`src/rtl/kqt_pkg.sv`:
```
`timescale 1ns / 1ps

package kqt_pkg;

  localparam int unsigned KEY_W = 32;
  localparam int unsigned QTY_W = 32;

  // action codes
  localparam logic [1:0] ACT_ADD    = 2'd0;
  localparam logic [1:0] ACT_REMOVE = 2'd1;
  localparam logic [1:0] ACT_DUMP   = 2'd2;

  // result status codes
  localparam logic [3:0] ST_INSERTED     = 4'd0;
  localparam logic [3:0] ST_ACCUMULATED  = 4'd1;
  localparam logic [3:0] ST_NOT_FOUND    = 4'd2;
  localparam logic [3:0] ST_INSUFFICIENT = 4'd3;
  localparam logic [3:0] ST_REMOVED      = 4'd4;
  localparam logic [3:0] ST_FULL         = 4'd5;
  localparam logic [3:0] ST_ENTRY        = 4'd6;
  localparam logic [3:0] ST_EMPTY        = 4'd7;
  localparam logic [3:0] ST_SATURATED    = 4'd8;

  // control broadcast to every cell of the row
  typedef struct packed {
    logic cmp;     // latch key match
    logic insert;  // load key and quantity into the target cell
    logic update;  // overwrite quantity of the matching cell
    logic shift;   // take contents of the neighbor cell
  } cell_ctrl_t;

endpackage

```
`src/rtl/kqt_cell.sv`:
```
`timescale 1ns / 1ps

module kqt_cell import kqt_pkg::*; (
  input  logic                    clk_i,
  input  logic                    rst_ni,
  input  cell_ctrl_t              ctrl_i,
  input  logic                    sel_i,
  input  logic                    active_i,
  input  logic signed [KEY_W-1:0] key_i,
  input  logic        [QTY_W-1:0] qty_i,
  input  logic signed [KEY_W-1:0] nbr_key_i,
  input  logic        [QTY_W-1:0] nbr_qty_i,
  output logic signed [KEY_W-1:0] key_o,
  output logic        [QTY_W-1:0] qty_o,
  output logic                    hit_o
);

  logic signed [KEY_W-1:0] key_q;
  logic        [QTY_W-1:0] qty_q;
  logic                    hit_q;

  // match flag
  always_ff @(posedge clk_i or negedge rst_ni) begin
    if (!rst_ni) begin
      hit_q <= 1'b0;
    end else if (ctrl_i.cmp) begin
      hit_q <= active_i && (key_q == key_i);
    end
  end

  // entry contents, no reset
  always_ff @(posedge clk_i) begin
    if (ctrl_i.shift) begin
      key_q <= nbr_key_i;
      qty_q <= nbr_qty_i;
    end else if (ctrl_i.insert && sel_i) begin
      key_q <= key_i;
      qty_q <= qty_i;
    end else if (ctrl_i.update && hit_q) begin
      qty_q <= qty_i;
    end
  end

  assign key_o = key_q;
  assign qty_o = qty_q;
  assign hit_o = hit_q;

endmodule

```
`config.mk`:
```
export PLATFORM = sky130hd
export DESIGN_NAME = kqt_cell
export DESIGN_NICKNAME = d
export VERILOG_FILES = /design/src/rtl/kqt_pkg.sv /design/src/rtl/kqt_cell.sv
export SDC_FILE = /design/constraint.sdc
export NUM_CORES = 1
export LEC_CHECK = 0
export BUFFER_PORTS_ARGS = -buffer_cell sky130_fd_sc_hd__buf_4
export CAP_MARGIN = 20
export CORE_MARGIN = 8
export CORE_UTILIZATION = 38
export CTS_CLUSTER_DIAMETER = 50
export DETAILED_ROUTE_END_ITERATION = 8
export PLACE_DENSITY = 0.77
export SLEW_MARGIN = 10
export SYNTH_ARGS = -nofsm -noshare
export SYNTH_HDL_FRONTEND = slang
export SYNTH_SLANG_ARGS = --single-unit
```
`constraint.sdc`:
```
create_clock -name clk_i -period 1.5 [get_ports clk_i]
set_input_delay 0.15 -clock clk_i [delete_from_list [all_inputs] [get_ports clk_i]]
set_output_delay 0.15 -clock clk_i [all_outputs]
set_load 0.02 [all_outputs]
```
==> impl_metrics.py <==
metrics = {
    "run_status": {
        "outcome": "finished with violations",
        "violations": "negative setup slack",
    },
    "timing": {
        "min_period_over_period": 1.13,
        "fin_crit_ps": 1700,
        "fin_skew_ps": 10.4,
        "post-route-worst-setup-slack_ps": -199,
        "top_achievable_clock_speed_mhz": 589,
        "maxSlewViolCount": 0,
        "finalHoldViolations": 0,
        "fin_setup_tns_ps": -199,
        "hold-worst-slack_ps": 28.4,
        "report.final.setup_viol": 1,
        "slew_headroom": 0.723,
        "worst_slew_pin_slew_ps": 416,
        "rsz0062_at_grt": "true",
    },
    "layout": {
        "layout.cells.most_common": "sky130_fd_sc_hd__buf_4",
        "final_nets": 538,
        "drive_gt1_frac": 0.740,
        "layout.cells.most_common_list": "212 x sky130_fd_sc_hd__buf_4, 64 x sky130_fd_sc_hd__mux2_2, 64 x sky130_fd_sc_hd__edfxtp_1",
        "flow.area_growth_from_synthesis_pct": 64.1,
        "layout.cell_area.non_filler_um2": 5050,
        "antenna-diode-count": 0,
    },
    "global_routing": {
        "grt.overflow.total": 0,
        "gr-usage-all-layers": 0.165,
        "via_count_of_the_first_global_routing_pass": 2719,
        "grt_antenna_before_repair": 0,
        "global_route_wire_length_before_repair_mm": 14.4,
        "grt_start_max_net_pins": 33,
    },
    "clock_tree": {
        "clk_latency_ps": 340,
        "tritoncts": "yes",
        "postCtsSetupBuffers": 0,
        "cts_inserted_buffers": 9,
        "cts.root.buffer_cell": "sky130_fd_sc_hd__clkbuf_8",
        "cts_sinks": 65,
        "cts.htree.levels": 3,
        "clock_path_buffers": 2,
        "cts.reportedPaths.clkPinSlew_ps": 70,
    },
    "setup_path": {
        "critPathLaunchType": "flop",
        "startpoint_to_endpoint_class_of_the_critical_path": "flop to flop",
        "register_to_register_setup_slack_ps": -200,
        "crit_path_end_kind": "flop",
        "cp-endpoint": "hit_o$_DFFE_PN0P_",
        "cp.arrival_ps": 1950,
        "r2r-start": "key_o[31]$_DFFE_PP_",
        "timing.reg2reg.worst_path_depth": 6,
        "cp-startpoint": "key_o[31]$_DFFE_PP_",
        "r2r-end": "hit_o$_DFFE_PN0P_",
        "critical_path_peak_fanout": 2,
        "required_ps": 1750,
    },
    "power": {
        "clock_power_share": 0.292,
        "internal-power_mw": 3.65,
        "peak_supply_drop_uv": 592,
        "p_comb_frac": 0.247,
        "powerDensity_nw_per_um2": 987,
        "p_seq_frac": 0.461,
        "leakage_nw": 2.17,
        "finalPower_mw": 4.99,
        "total_switching_power_mw": 1.34,
        "power_switching_share": 0.268,
    },
    "yosys": {
        "postSynthNetCount": 319,
        "postSynthCellCount": 183,
        "yosysSeqAreaShare": 0.632,
        "post_synth_instance_area_um2": 3080,
        "synth_top_cell_by_area": "sky130_fd_sc_hd__edfxtp_1",
        "netlist.area_leader.share": 0.624,
        "postSynthRegisterBits": 65,
        "synth.avg_cell_area_um2": 16.8,
        "synth_area_leaders": "sky130_fd_sc_hd__edfxtp_1 62%, sky130_fd_sc_hd__mux2_2 23%, sky130_fd_sc_hd__xor2_1 5.7%",
        "yosys_warnings": 0,
        "yosys.cell_types.count": 14,
    },
    "floorplan": {
        "dieArea_um2": 11200,
        "placement_rows": 33,
        "floorplan.die.height_um": 106,
        "die_x_um": 106,
        "initial_utilization": 0.383,
        "ios": 201,
        "floorplan.core_area_um2": 8050,
    },
    "placement": {
        "gp_routability_congestion": 0.794,
        "pre_cts_ws_ps": -265,
        "place_hpwl_mm": 7.75,
        "placed_area_um2": 4830,
        "port_buffers": 200,
    },
    "drt": {
        "avgViaCountPerCell": 4.76,
        "totalWireLength_mm": 9.52,
        "drc_errors": 0,
        "dr.pass1.iters": 4,
        "vias": 2436,
        "drt_first_iter_violations": 43,
        "detail_routed_net_length_per_standard_cell_um": 18.6,
        "ant_nets": 0,
    },
    "hold_path": {
        "hold_path.class": "input port to flop",
        "hold_path_startpoint": "ctrl_i[3]",
    },
    "run": {
        "number_of_violations_of_the_max_capacitance_limit": 0,
    },
}
cells in the mapped netlist:
library cell and instances:
sky130_fd_sc_hd__buf_2 5, sky130_fd_sc_hd__dfrtp_1 1, sky130_fd_sc_hd__nand4_1 4, sky130_fd_sc_hd__mux2_2 64, sky130_fd_sc_hd__edfxtp_1 64, sky130_fd_sc_hd__or4_1 1
sky130_fd_sc_hd__a21o_1 2, sky130_fd_sc_hd__clkbuf_1 2, sky130_fd_sc_hd__o22ai_2 1, sky130_fd_sc_hd__inv_1 1, sky130_fd_sc_hd__xor2_1 20, sky130_fd_sc_hd__nor4_1 5
sky130_fd_sc_hd__xnor2_1 12, sky130_fd_sc_hd__nand3_1 1
cell families (layout without fill, tap and decap cells):
logic type             count (synthesis)  in the layout  share of synthesized area
multiplexers                          64             64                      0.234
AO/OA/AOI/OAI                          3              3                    0.00893
buffers and inverters                  8            232                     0.0118
XOR/XNOR                              32             32                     0.0910
AND/OR/NAND/NOR                       11             11                     0.0223
flip-flops                            65             65                      0.632
timing repair:
item,CTS,global route
hold buffers,1,0
resized for setup,1,3
hold endpoints to repair,1,0
pin swaps,0,2
setup endpoints to repair,1,1
critical path, stage by stage (launching register included):
cell,delay (ps)
sky130_fd_sc_hd__edfxtp_1,400
sky130_fd_sc_hd__xor2_1,170
sky130_fd_sc_hd__nor4_2,280
sky130_fd_sc_hd__buf_4,150
sky130_fd_sc_hd__nand4_1,100
sky130_fd_sc_hd__or4_4,430
sky130_fd_sc_hd__o22ai_2,100
through the flow:
step | util | instances
2_1_floorplan | - | 183
3_3_place_gp | 0.599 | 495
3_5_place_dp | 0.599 | 495
4_1_cts | 0.626 | 512
5_1_grt | 0.628 | 512
6_report | 0.628 | 512
routing by layer:
| layer | vias up | track usage | routed length [um] |
|---|---|---|---|
| met1 | 1126 | 0.166 | 3510 |
| met3 | 11 | 0.102 | 1360 |
| li1 | 1141 | - | - |
| met4 | 0 | 0.0633 | 173 |
| met5 | - | 0 | 0 |
| met2 | 158 | 0.271 | 4480 |
power by group through the flow:
stage | clock, mW | combinational [mW] | sequential, mW
6_report | 1.46 | 1.23 | 2.30
2_1_floorplan | 0 | 0.311 | 2.56
4_1_cts | 1.50 | 1.24 | 2.30
3_3_place_gp | 0 | 1.23 | 2.33
5_1_grt | 1.58 | 1.32 | 2.32
3_5_place_dp | 0 | 1.23 | 2.34
flip-flops by register name, indices dropped and copies added (netlist names):
name	cells
qty_o	32
hit_o	1
key_o	32
how the worst min path moves through the flow:
stage | end | slack, ps | cells after the start
4_1_cts | hit_o$_DFFE_PN0P_ | 10 | 2
3_3_place_gp | hit_o$_DFFE_PN0P_ | -70 | 1
2_1_floorplan | hit_o$_DFFE_PN0P_ | -150 | 0
5_1_grt | hit_o$_DFFE_PN0P_ | 20 | 2
3_5_place_dp | hit_o$_DFFE_PN0P_ | -70 | 1
6_report | hit_o$_DFFE_PN0P_ | 30 | 2
layout make-up:
cell class | count | area [um2]
Inverter | 1 | 3.75
Clock inverter | 7 | 71.3
Sequential cell | 65 | 1950
Clock buffer | 9 | 124
Multi-Input combinational cell | 110 | 1130
Fill cell | 630 | 3000
Tap cell | 105 | 131
Timing Repair Buffer | 215 | 1640
Power figures use the tool's default switching activity.
